File: config.mk
export PLATFORM = sky130hd
export DESIGN_NAME = pir_direct_link_interface_unit
export DESIGN_NICKNAME = d
export VERILOG_FILES = /design/src/rtl/core/pir_dli_pkg.sv /design/src/rtl/core/pir_direct_link_interface_unit.sv /design/src/rtl/core/pir_dli_readout_fix.sv
export SDC_FILE = /design/constraint.sdc
export NUM_CORES = 1
export LEC_CHECK = 0
export BUFFER_PORTS_ARGS = -buffer_cell sky130_fd_sc_hd__buf_4
export CORE_ASPECT_RATIO = 1.25
export CORE_MARGIN = 5
export CORE_UTILIZATION = 35
export DETAILED_ROUTE_END_ITERATION = 16
export PLACE_DENSITY_LB_ADDON = 0.05
export SYNTH_ARGS = -nofsm -noshare
export SYNTH_HDL_FRONTEND = slang
export SYNTH_SLANG_ARGS = --single-unit
File: constraint.sdc
create_clock -name clock -period 3.8 [get_ports clock]
set_clock_uncertainty 0.2 [all_clocks]
set_input_delay 0.19 -clock clock [delete_from_list [all_inputs] [get_ports clock]]
set_output_delay 0.19 -clock clock [all_outputs]
set_load 0.05 [all_outputs]
File: src/rtl/core/pir_dli_pkg.sv
// shared types, constants and helpers of the pir direct link interface
`default_nettype none
package pir_dli_pkg;

   localparam int CFG_BITS  = 25;
   localparam int VAL_BITS  = 15;
   localparam int WORD_BITS = CFG_BITS + VAL_BITS;
   localparam int TMR_BITS  = 12;
   localparam int CNT_BITS  = 6;
   localparam int IDX_BITS  = 3;

   // commands carried by a request
   localparam logic [1:0] OP_TICK  = 2'd0;
   localparam logic [1:0] OP_WRITE = 2'd1;
   localparam logic [1:0] OP_READ  = 2'd2;
   localparam logic [1:0] OP_CLEAR = 2'd3;

   // register indexes
   localparam logic [IDX_BITS-1:0] REG_WR_BIT_HOLD   = 3'd0;
   localparam logic [IDX_BITS-1:0] REG_WR_LATCH      = 3'd1;
   localparam logic [IDX_BITS-1:0] REG_LINK_RST_LOW  = 3'd2;
   localparam logic [IDX_BITS-1:0] REG_RD_SETUP_HIGH = 3'd3;
   localparam logic [IDX_BITS-1:0] REG_RD_BIT_SETTLE = 3'd4;
   localparam logic [IDX_BITS-1:0] REG_RD_END_LOW    = 3'd5;

   // register reset values
   localparam logic [TMR_BITS-1:0] RST_WR_BIT_HOLD   = 12'd100;
   localparam logic [TMR_BITS-1:0] RST_WR_LATCH      = 12'd700;
   localparam logic [TMR_BITS-1:0] RST_LINK_RST_LOW  = 12'd200;
   localparam logic [TMR_BITS-1:0] RST_RD_SETUP_HIGH = 12'd130;
   localparam logic [TMR_BITS-1:0] RST_RD_BIT_SETTLE = 12'd15;
   localparam logic [TMR_BITS-1:0] RST_RD_END_LOW    = 12'd1300;

   // fixed phase lengths
   localparam logic [TMR_BITS-1:0] WR_PRE_TICKS = 12'd2;
   localparam logic [TMR_BITS-1:0] ONE_TICK     = 12'd1;

   // readout field masks
   localparam logic [VAL_BITS-1:0] VAL_RANGE_BIT = 15'h4000;
   localparam logic [VAL_BITS-1:0] VAL_DATA_MASK = 15'h3FFF;
   localparam logic [VAL_BITS-1:0] VAL_SIGN_BIT  = 15'h2000;
   localparam logic [CFG_BITS-1:0] ST_MODE_MASK  = 25'h60;
   localparam logic [CFG_BITS-1:0] ST_TOP_BIT    = 25'h1000000;

   typedef enum logic [12:0] {
      PH_IDLE      = 13'b0000000000001,
      PH_WR_PRE    = 13'b0000000000010,
      PH_WR_LO     = 13'b0000000000100,
      PH_WR_HI     = 13'b0000000001000,
      PH_WR_HOLD   = 13'b0000000010000,
      PH_WR_LATCH  = 13'b0000000100000,
      PH_RD_RST    = 13'b0000001000000,
      PH_RD_SETUP  = 13'b0000010000000,
      PH_RD_LO     = 13'b0000100000000,
      PH_RD_HI     = 13'b0001000000000,
      PH_RD_SETTLE = 13'b0010000000000,
      PH_RD_END    = 13'b0100000000000,
      PH_CLR       = 13'b1000000000000
   } phase_type;

   typedef struct packed {
      logic [VAL_BITS-1:0] value;
      logic [CFG_BITS-1:0] status;
      logic                range;
   } result_type;

   // a zero length counts as one tick; timer holds ticks left minus one
   function automatic logic [TMR_BITS-1:0] timer_load(input logic [TMR_BITS-1:0] len);
      timer_load = (len == '0) ? '0 : len - ONE_TICK;
   endfunction

endpackage
`default_nettype wire

File: src/rtl/core/pir_direct_link_interface_unit.sv
// top level of the pir sensor serial-in and direct link pin controller
// usage:
//  - one request stands for one microsecond tick: a command (tick, write,
//    read, clear), a 25-bit config word and the sampled link level
//  - every request yields exactly one response with the serial-in level, the
//    link drive enable and level, busy, read done and the last read result
//  - the response of a request is registered: it sits in the response
//    register from the edge after its acceptance
//  - throughput is one request per cycle if not stalled; the response register
//    decouples the sides, req_ready is high when it is empty or being drained
//  - a stalled response (rsp_ready low) holds the register and, once it is
//    full, stops requests; no tick is lost or repeated
//  - commands are taken only while idle; commands during a sequence are
//    ignored but still tick the sequence
//  - reset (synchronous, active high) returns to idle with the link released,
//    serial-in low, results cleared and timing registers at their defaults
//  - timing registers are written through csr_ with no wait; write them only
//    while idle
`default_nettype none
module pir_direct_link_interface_unit (
   input  wire logic                                clock,
   input  wire logic                                reset,
   // request channel
   input  wire logic                                req_valid,
   output logic                                     req_ready,
   input  wire logic [1:0]                          req_op,
   input  wire logic [pir_dli_pkg::CFG_BITS-1:0]    req_config_word,
   input  wire logic                                req_link_level,
   // response channel
   output logic                                     rsp_valid,
   input  wire logic                                rsp_ready,
   output logic                                     rsp_serin_level,
   output logic                                     rsp_link_drive_enable,
   output logic                                     rsp_link_drive_level,
   output logic                                     rsp_busy_res,
   output logic                                     rsp_read_done,
   output logic signed [pir_dli_pkg::VAL_BITS-1:0]  rsp_sample_value,
   output logic [pir_dli_pkg::CFG_BITS-1:0]         rsp_status_config,
   output logic                                     rsp_out_of_range,
   // register write port
   input  wire logic                                csr_write_enable,
   input  wire logic [pir_dli_pkg::IDX_BITS-1:0]    csr_index,
   input  wire logic [pir_dli_pkg::TMR_BITS-1:0]    csr_write_data
);

   localparam int TB = pir_dli_pkg::TMR_BITS;
   localparam int CB = pir_dli_pkg::CNT_BITS;
   localparam int WB = pir_dli_pkg::WORD_BITS;

   // timing registers
   logic [TB-1:0] wr_bit_hold_ff, wr_latch_ff, link_rst_low_ff;
   logic [TB-1:0] rd_setup_high_ff, rd_bit_settle_ff, rd_end_low_ff;

   // sequencer state
   pir_dli_pkg::phase_type phase_ff, phase_in;
   logic [TB-1:0]          timer_ff, timer_in;
   logic [CB-1:0]          bitcnt_ff, bitcnt_in, bitcnt_inc;
   logic [WB-1:0]          shift_ff, shift_in;
   logic                   wakeup_ff, wakeup_in;

   // response register; serin and the result fields double as held state
   logic                                  rsp_valid_ff;
   logic                                  serin_ff, serin_in;
   logic                                  link_en_ff, link_en_in;
   logic                                  link_lvl_ff, link_lvl_in;
   logic                                  busy_ff, busy_in;
   logic                                  done_ff, done_in;
   logic [pir_dli_pkg::VAL_BITS-1:0]      value_ff, value_in;
   logic [pir_dli_pkg::CFG_BITS-1:0]      status_ff, status_in;
   logic                                  range_ff, range_in;

   logic                                  accept;
   logic [4:0]                            wr_bit_idx;
   logic [pir_dli_pkg::CFG_BITS-1:0]      wr_word;
   pir_dli_pkg::result_type               fixed;

   assign req_ready = !rsp_valid_ff || rsp_ready;
   assign accept    = req_valid && req_ready;

   // result correction works on the captured word, stable during end-low
   pir_dli_readout_fix u_fix (
      .word   (shift_ff),
      .wakeup (wakeup_ff),
      .res    (fixed)
   );

   assign wr_word    = shift_ff[pir_dli_pkg::CFG_BITS-1:0];
   assign wr_bit_idx = 5'(pir_dli_pkg::CFG_BITS - 1) - bitcnt_ff[4:0];
   assign bitcnt_inc = bitcnt_ff + 1'b1;

   // one tick of the sequencer
   always_comb begin
      phase_in  = phase_ff;
      timer_in  = timer_ff;
      bitcnt_in = bitcnt_ff;
      shift_in  = shift_ff;
      wakeup_in = wakeup_ff;
      serin_in  = serin_ff;
      done_in   = 1'b0;
      value_in  = value_ff;
      status_in = status_ff;
      range_in  = range_ff;

      // command intake, idle only
      if (phase_ff == pir_dli_pkg::PH_IDLE) begin
         case (req_op)
            pir_dli_pkg::OP_WRITE: begin
               shift_in  = {{pir_dli_pkg::VAL_BITS{1'b0}}, req_config_word};
               bitcnt_in = '0;
               phase_in  = pir_dli_pkg::PH_WR_PRE;
               timer_in  = pir_dli_pkg::timer_load(pir_dli_pkg::WR_PRE_TICKS);
            end
            pir_dli_pkg::OP_READ: begin
               wakeup_in = req_link_level;
               shift_in  = '0;
               bitcnt_in = '0;
               phase_in  = pir_dli_pkg::PH_RD_RST;
               timer_in  = pir_dli_pkg::timer_load(link_rst_low_ff);
            end
            pir_dli_pkg::OP_CLEAR: begin
               phase_in = pir_dli_pkg::PH_CLR;
               timer_in = pir_dli_pkg::timer_load(link_rst_low_ff);
            end
            default: begin
            end
         endcase
      end

      // pin levels for this tick
      case (phase_in)
         pir_dli_pkg::PH_WR_PRE, pir_dli_pkg::PH_WR_LO, pir_dli_pkg::PH_WR_LATCH: begin
            serin_in    = 1'b0;
            link_en_in  = 1'b1;
            link_lvl_in = 1'b0;
         end
         pir_dli_pkg::PH_WR_HI: begin
            serin_in    = 1'b1;
            link_en_in  = 1'b1;
            link_lvl_in = 1'b0;
         end
         pir_dli_pkg::PH_WR_HOLD: begin
            serin_in    = (bitcnt_ff < CB'(pir_dli_pkg::CFG_BITS)) ? wr_word[wr_bit_idx] : 1'b0;
            link_en_in  = 1'b1;
            link_lvl_in = 1'b0;
         end
         pir_dli_pkg::PH_RD_RST, pir_dli_pkg::PH_RD_LO, pir_dli_pkg::PH_RD_END,
         pir_dli_pkg::PH_CLR: begin
            link_en_in  = 1'b1;
            link_lvl_in = 1'b0;
         end
         pir_dli_pkg::PH_RD_SETUP, pir_dli_pkg::PH_RD_HI: begin
            link_en_in  = 1'b1;
            link_lvl_in = 1'b1;
         end
         default: begin
            link_en_in  = 1'b0;
            link_lvl_in = 1'b0;
         end
      endcase
      busy_in = (phase_in != pir_dli_pkg::PH_IDLE);

      // advance the phase timer and sequence
      if (phase_in != pir_dli_pkg::PH_IDLE) begin
         if (timer_in != '0) begin
            timer_in = timer_in - 1'b1;
         end else begin
            case (phase_in)
               pir_dli_pkg::PH_WR_PRE, pir_dli_pkg::PH_WR_HOLD: begin
                  if (phase_in == pir_dli_pkg::PH_WR_HOLD) begin
                     bitcnt_in = bitcnt_inc;
                  end
                  if (bitcnt_in >= CB'(pir_dli_pkg::CFG_BITS)) begin
                     phase_in = pir_dli_pkg::PH_WR_LATCH;
                     timer_in = pir_dli_pkg::timer_load(wr_latch_ff);
                  end else begin
                     phase_in = pir_dli_pkg::PH_WR_LO;
                     timer_in = '0;
                  end
               end
               pir_dli_pkg::PH_WR_LO: begin
                  phase_in = pir_dli_pkg::PH_WR_HI;
                  timer_in = '0;
               end
               pir_dli_pkg::PH_WR_HI: begin
                  phase_in = pir_dli_pkg::PH_WR_HOLD;
                  timer_in = pir_dli_pkg::timer_load(wr_bit_hold_ff);
               end
               pir_dli_pkg::PH_RD_RST: begin
                  phase_in = pir_dli_pkg::PH_RD_SETUP;
                  timer_in = pir_dli_pkg::timer_load(rd_setup_high_ff);
               end
               pir_dli_pkg::PH_RD_SETUP: begin
                  phase_in = pir_dli_pkg::PH_RD_LO;
                  timer_in = '0;
               end
               pir_dli_pkg::PH_RD_LO: begin
                  phase_in = pir_dli_pkg::PH_RD_HI;
                  timer_in = '0;
               end
               pir_dli_pkg::PH_RD_HI: begin
                  phase_in = pir_dli_pkg::PH_RD_SETTLE;
                  timer_in = pir_dli_pkg::timer_load(rd_bit_settle_ff);
               end
               pir_dli_pkg::PH_RD_SETTLE: begin
                  // sample the link, msb first
                  shift_in  = {shift_ff[WB-2:0], req_link_level};
                  bitcnt_in = bitcnt_inc;
                  if (bitcnt_inc >= CB'(WB)) begin
                     phase_in = pir_dli_pkg::PH_RD_END;
                     timer_in = pir_dli_pkg::timer_load(rd_end_low_ff);
                  end else begin
                     phase_in = pir_dli_pkg::PH_RD_LO;
                     timer_in = '0;
                  end
               end
               pir_dli_pkg::PH_RD_END: begin
                  value_in  = fixed.value;
                  status_in = fixed.status;
                  range_in  = fixed.range;
                  done_in   = 1'b1;
                  phase_in  = pir_dli_pkg::PH_IDLE;
                  timer_in  = '0;
               end
               default: begin
                  phase_in = pir_dli_pkg::PH_IDLE;
                  timer_in = '0;
               end
            endcase
         end
      end
   end

   // timing registers
   always_ff @(posedge clock) begin
      if (reset) begin
         wr_bit_hold_ff   <= pir_dli_pkg::RST_WR_BIT_HOLD;
         wr_latch_ff      <= pir_dli_pkg::RST_WR_LATCH;
         link_rst_low_ff  <= pir_dli_pkg::RST_LINK_RST_LOW;
         rd_setup_high_ff <= pir_dli_pkg::RST_RD_SETUP_HIGH;
         rd_bit_settle_ff <= pir_dli_pkg::RST_RD_BIT_SETTLE;
         rd_end_low_ff    <= pir_dli_pkg::RST_RD_END_LOW;
      end else if (csr_write_enable) begin
         case (csr_index)
            pir_dli_pkg::REG_WR_BIT_HOLD:   wr_bit_hold_ff   <= csr_write_data;
            pir_dli_pkg::REG_WR_LATCH:      wr_latch_ff      <= csr_write_data;
            pir_dli_pkg::REG_LINK_RST_LOW:  link_rst_low_ff  <= csr_write_data;
            pir_dli_pkg::REG_RD_SETUP_HIGH: rd_setup_high_ff <= csr_write_data;
            pir_dli_pkg::REG_RD_BIT_SETTLE: rd_bit_settle_ff <= csr_write_data;
            pir_dli_pkg::REG_RD_END_LOW:    rd_end_low_ff    <= csr_write_data;
            default: begin
            end
         endcase
      end
   end

   // sequencer and response register, stepped once per accepted request
   always_ff @(posedge clock) begin
      if (reset) begin
         phase_ff     <= pir_dli_pkg::PH_IDLE;
         timer_ff     <= '0;
         bitcnt_ff    <= '0;
         shift_ff     <= '0;
         wakeup_ff    <= 1'b0;
         rsp_valid_ff <= 1'b0;
         serin_ff     <= 1'b0;
         link_en_ff   <= 1'b0;
         link_lvl_ff  <= 1'b0;
         busy_ff      <= 1'b0;
         done_ff      <= 1'b0;
         value_ff     <= '0;
         status_ff    <= '0;
         range_ff     <= 1'b0;
      end else begin
         if (accept) begin
            phase_ff     <= phase_in;
            timer_ff     <= timer_in;
            bitcnt_ff    <= bitcnt_in;
            shift_ff     <= shift_in;
            wakeup_ff    <= wakeup_in;
            rsp_valid_ff <= 1'b1;
            serin_ff     <= serin_in;
            link_en_ff   <= link_en_in;
            link_lvl_ff  <= link_lvl_in;
            busy_ff      <= busy_in;
            done_ff      <= done_in;
            value_ff     <= value_in;
            status_ff    <= status_in;
            range_ff     <= range_in;
         end else if (rsp_ready) begin
            rsp_valid_ff <= 1'b0;
         end
      end
   end

   assign rsp_valid             = rsp_valid_ff;
   assign rsp_serin_level       = serin_ff;
   assign rsp_link_drive_enable = link_en_ff;
   assign rsp_link_drive_level  = link_lvl_ff;
   assign rsp_busy_res          = busy_ff;
   assign rsp_read_done         = done_ff;
   assign rsp_sample_value      = value_ff;
   assign rsp_status_config     = status_ff;
   assign rsp_out_of_range      = range_ff;

   // a read completes only inside a busy tick
   a_done_busy: assert property (@(posedge clock) disable iff (reset)
      rsp_valid_ff && done_ff |-> busy_ff)
      else $error("read done outside a busy tick");

   // a plain tick taken while idle reports not busy
   a_idle_tick: assert property (@(posedge clock) disable iff (reset)
      accept && (phase_ff == pir_dli_pkg::PH_IDLE) && (req_op == pir_dli_pkg::OP_TICK)
      |=> !busy_ff && !link_en_ff)
      else $error("idle tick reported busy or driving");

   // the bit counter never runs past one readout frame
   a_bitcnt_range: assert property (@(posedge clock) disable iff (reset)
      bitcnt_ff <= CB'(WB))
      else $error("bit counter out of range");

   // released link never carries a driven level
   a_link_release: assert property (@(posedge clock) disable iff (reset)
      rsp_valid_ff && !link_en_ff |-> !link_lvl_ff)
      else $error("link level set while released");

endmodule
`default_nettype wire

File: src/rtl/core/pir_dli_readout_fix.sv
// correction of a 40-bit readout into value, status and range flag
`default_nettype none
module pir_dli_readout_fix (
   input  wire logic [pir_dli_pkg::WORD_BITS-1:0] word,
   input  wire logic                              wakeup,
   output pir_dli_pkg::result_type                res
);

   logic [pir_dli_pkg::VAL_BITS-1:0] raw_val;
   logic [pir_dli_pkg::CFG_BITS-1:0] raw_st;
   logic [pir_dli_pkg::VAL_BITS-1:0] val;
   logic [pir_dli_pkg::CFG_BITS-1:0] st;
   logic                             oor;

   always_comb begin
      raw_val = word[pir_dli_pkg::WORD_BITS-1:pir_dli_pkg::CFG_BITS];
      raw_st  = word[pir_dli_pkg::CFG_BITS-1:0];
      oor     = ((raw_val & pir_dli_pkg::VAL_RANGE_BIT) == '0);
      val     = raw_val;
      st      = raw_st;
      // wake-up mode: everything arrives one bit late
      if (wakeup) begin
         val = raw_val >> 1;
         st  = (raw_st >> 1) | (raw_val[0] ? pir_dli_pkg::ST_TOP_BIT : '0);
         oor = 1'b0;
      end
      val = val & pir_dli_pkg::VAL_DATA_MASK;
      if (((st & pir_dli_pkg::ST_MODE_MASK) == '0) &&
          ((val & pir_dli_pkg::VAL_SIGN_BIT) != '0)) begin
         val = val | pir_dli_pkg::VAL_RANGE_BIT;
      end
      res.value  = val;
      res.status = st;
      res.range  = oor;
   end

endmodule
`default_nettype wire
==> metrics.txt <==
htree depth 4; Async S/R FF share, synth 0%; critical path required time 3990 ps; adder-cell share of the synthesized area roughly 2.1%; core box area roughly 32000 µm²; status complete, no violations; fin util ~44%; Synth Flop Type dfxtp_1; # diodes 0; footprint of the multi-input gates 7012 µm²; Root Buffer clkbuf_16; post-synthesis mux area share 6.003%; clock slew at reported path FFs 90 ps; final-report hold violation count 0; largest net degree at the start of global routing 110; ANT nets after route 0; Post-DP HPWL between 20000 and 30000 µm; register share of total power around a third; Fillers approximately 3.3k; first-pass GRT wire length between 60000 and 70000 µm; sequential area share after synthesis approximately a third; DIE HEIGHT roughly 210 µm; I/O Pins 96; Worst Path Buf+Inv 6; fmax between 0.2 and 0.3 GHz; area grow syn2layout 25.35%; nets between 1.5k and 2k; Cell variety after synth just over 80; mapped cell area 11300 µm²; drt pass-1 iters 5; largest family of logic cells by synthesized area simple AND/OR/NAND/NOR gates; global route overflow 0; Post-Synth XOR/XNOR Area ~4.7%; Maximum Capacitance Violations 0; Post-synth EDFFs 0; initial antenna violation count 0; post-layout minimum cycle time about 3700 ps; drt initial violations ~600; Crit path max-delay family simple AND/OR/NAND/NOR gates; initial core utilization between 30% and 40%; Relative slew margins 37.37%; fin. max-slew vios 0; GRT Total Usage between 20 and 25%; critical path endpoint category flip-flop; syn nets roughly 1.5k; routability congestion estimate between 0.8 and 0.9; cell taking the most area after synthesis dfxtp_1; Horiz. Die Dim 170.7 µm; worst slew pin tran 932.2 ps; largest cells by area after synthesis dfxtp_1 (34%), nand2_1 (7.3%), a21oi_1 (4.9%); fraction of layout cells with a size suffix above 1 approximately a fifth; Crit-path slowest cell or4_1; number of remaining DRC errors 0; via count around 11k; sw frac about two fifths; vias per inst about 5.5; synthesis warning total 0; VDD IR-drop max around 0.27 mV; Post-Syn Instances approximately 1.4k; critical path type flip-flop to flip-flop; Mean Syn Cell Area 8.006 µm²; HP Class input pin to flip-flop; Comb power frac 37.6%; Crit Path Max Fanout 8; num rows 73; compound-cell area share of the yosys netlist between 20% and 30%; sequential cell area around 3800 µm²; clock buffer depth 2; slowest stage delay, CP about 600 ps; top cell type's share of synthesized area ~34%; fin crit share 96.58%; Power Density 463.9 nW/µm²; Clk network pwr share roughly 29%; cts bufs inserted 17; simple-gate area share of the yosys netlist around 25%; CTS sink count 191; CTS tree done; Placed Cells approximately 1.9k; die area roughly 36000 µm²; final wirelength around 40000 µm; clock latency on the worst-skew pair ~460 ps; Internal ~0.0040 W; leakage power approximately 5.2 nW; final std cells w/o fill between 1.5k and 2k; vias in the first global route 10.84k; IO buf count between 90 and 100; final setup fails 0; Sw Pwr approximately 0.0026 W; critical path startpoint category flip-flop; Worst EP arrival a little under 4000 ps; DR WL/cell 19.91 µm; cell chain of the critical path buf_4 -> or4_1 -> buf_4 -> nor4_1 -> mux2i_1 -> o21ai_0 -> a32o_1 -> nor4_4 -> buf_4 -> buf_12 -> buf_12 -> buf_12 -> nor2_1 -> a211oi_2; Yosys reg bits 191
==> power by group through the flow <==
stage	Sequential, W	Clock [W]	Combinational, W
floorplan	0.00223	0	0.00144
global placement	0.00226	0	0.00235
detailed placement	0.00226	0	0.00234
CTS	0.00222	0.00193	0.00239
global route	0.00224	0.00202	0.00266
finish	0.00222	0.00188	0.00247
==> layer usage <==
layer  GRT usage, %  part of all wire (%)  wire length [µm]
met1          26.55                    42             16730
met2          39.53                    52             20480
met5              0                     0                 0
met3          2.770                   3.6              1439
met4          7.190                   2.6              1048
==> cells in the final DEF, fill, tap and decap left out, types with 8 or more instances in the layout <==
cell             n
dlygate4sd3_1   40
mux2i_1         52
nand3_1         30
a31oi_1         10
nand2_1        220
a211oi_2        39
and3_1           9
o21ai_0         65
nor3_1          50
inv_1           26
xnor2_1         22
clkbuf_16       18
a22o_1          15
a211oi_1         9
dfxtp_1        189
nand4_1          8
nor4_1          24
or4_1           13
nand2b_1        14
nand3b_1        26
or3_1           12
xor2_1          38
o31ai_1          9
a22oi_1         10
buf_4          188
nor2_1         122
a21oi_1        109
ha_1            17
or2_2            9
buf_12          11
a32oi_1         31
==> final cells by class <==
cell class                 count  share of cell area (%)
inverter                      28                  0.7422
clock inverter                15                   1.369
clock buffer                  17                   3.004
tap                          412                   3.640
timing repair buffer         242                   14.71
multi-input combinational   1089                   49.51
sequential                   191                   27.02
==> state kept, by name, indices dropped and copies added, names as in the netlist, 6 cells and up <==
name and cells:
timer_ff 12, shift_ff 40, rd_end_low_ff 12, phase_ff 13, rsp_status_config 25, bitcnt_ff 6, wr_latch_ff 12, link_rst_low_ff 12
rd_bit_settle_ff 12, rsp_sample_value 15, wr_bit_hold_ff 12, rd_setup_high_ff 12
==> Yosys cell counts, drive strengths merged, types with 4 or more instances <==
master and count:
or4b 4, a32oi 31, clkbuf 80, or4 15
nand4 8, nor2b 5, and3 9, nor3 52
o211ai 7, nand3 30, nand3b 26, a311oi 5
nand2b 14, buf 23, a211oi 48, o22ai 5
mux4 6, or3 12, nor2 124, a22o 15
a221o 5, o31ai 9, mux2i 52, ha 19
and2 4, nor4b 5, o21ai 67, dfxtp 191
or2 10, a31oi 12, a2bb2oi 4, xnor2 22
a21oi 110, xor2 38, nor4 27, a22oi 10
inv 28, nand2 221, a221oi 7
==> kinds of logic after synthesis <==
| family | Yosys count |
|---|---|
| fa+ha+maj | 19 |
| compound gates | 371 |
| simple gates | 579 |
| flops | 191 |
| buf+inv | 131 |
| xor+xnor | 60 |
| mux | 60 |
==> what timing repair did <==
item / CTS / global route
setup endpoints to repair: 38 / 65
pin swaps: 0 / 6
gates resized for setup: 1 / 21
hold buffers: 40 / 0
endpoints found under the hold margin: 99 / 0
buffers inserted: 0 / 14
cloned: 0 / 1
==> per-stage QoR <==
step | hold WS, ps | power (W) | worst slack (ps) | area, µm² | setup TNS, ps
2_1_floorplan | 107.8 | 0.003679 | 10.56 | 11340 | 0
3_3_place_gp | 244.6 | 0.004611 | 41.62 | 12920 | 0
3_5_place_dp | 258.1 | 0.004607 | -64.94 | 12920 | -1464
4_1_cts | 2.207 | 0.006541 | 39.36 | 13940 | 0
5_1_grt | 49.80 | 0.006915 | -12.91 | 14160 | -44.56
6_report | 26.09 | 0.006570 | 130.0 | 14160 | 0
==> final timing paths <==
path	start	endpoint	slack [ps]	cells past startpoint
max	link_rst_low_ff[3]$_SDFFE_PP1P_	rsp_status_config[19]$_SDFFE_PP0P_	130	14
min	reset	shift_ff[1]$_SDFFE_PP0P_	30	2
max reg2reg	link_rst_low_ff[3]$_SDFFE_PP1P_	rsp_status_config[19]$_SDFFE_PP0P_	130	14
min reg2reg	rsp_busy_res$_SDFFE_PP0P_	rsp_busy_res$_SDFFE_PP0P_	270	2
(Power assumes the default switching activity.)
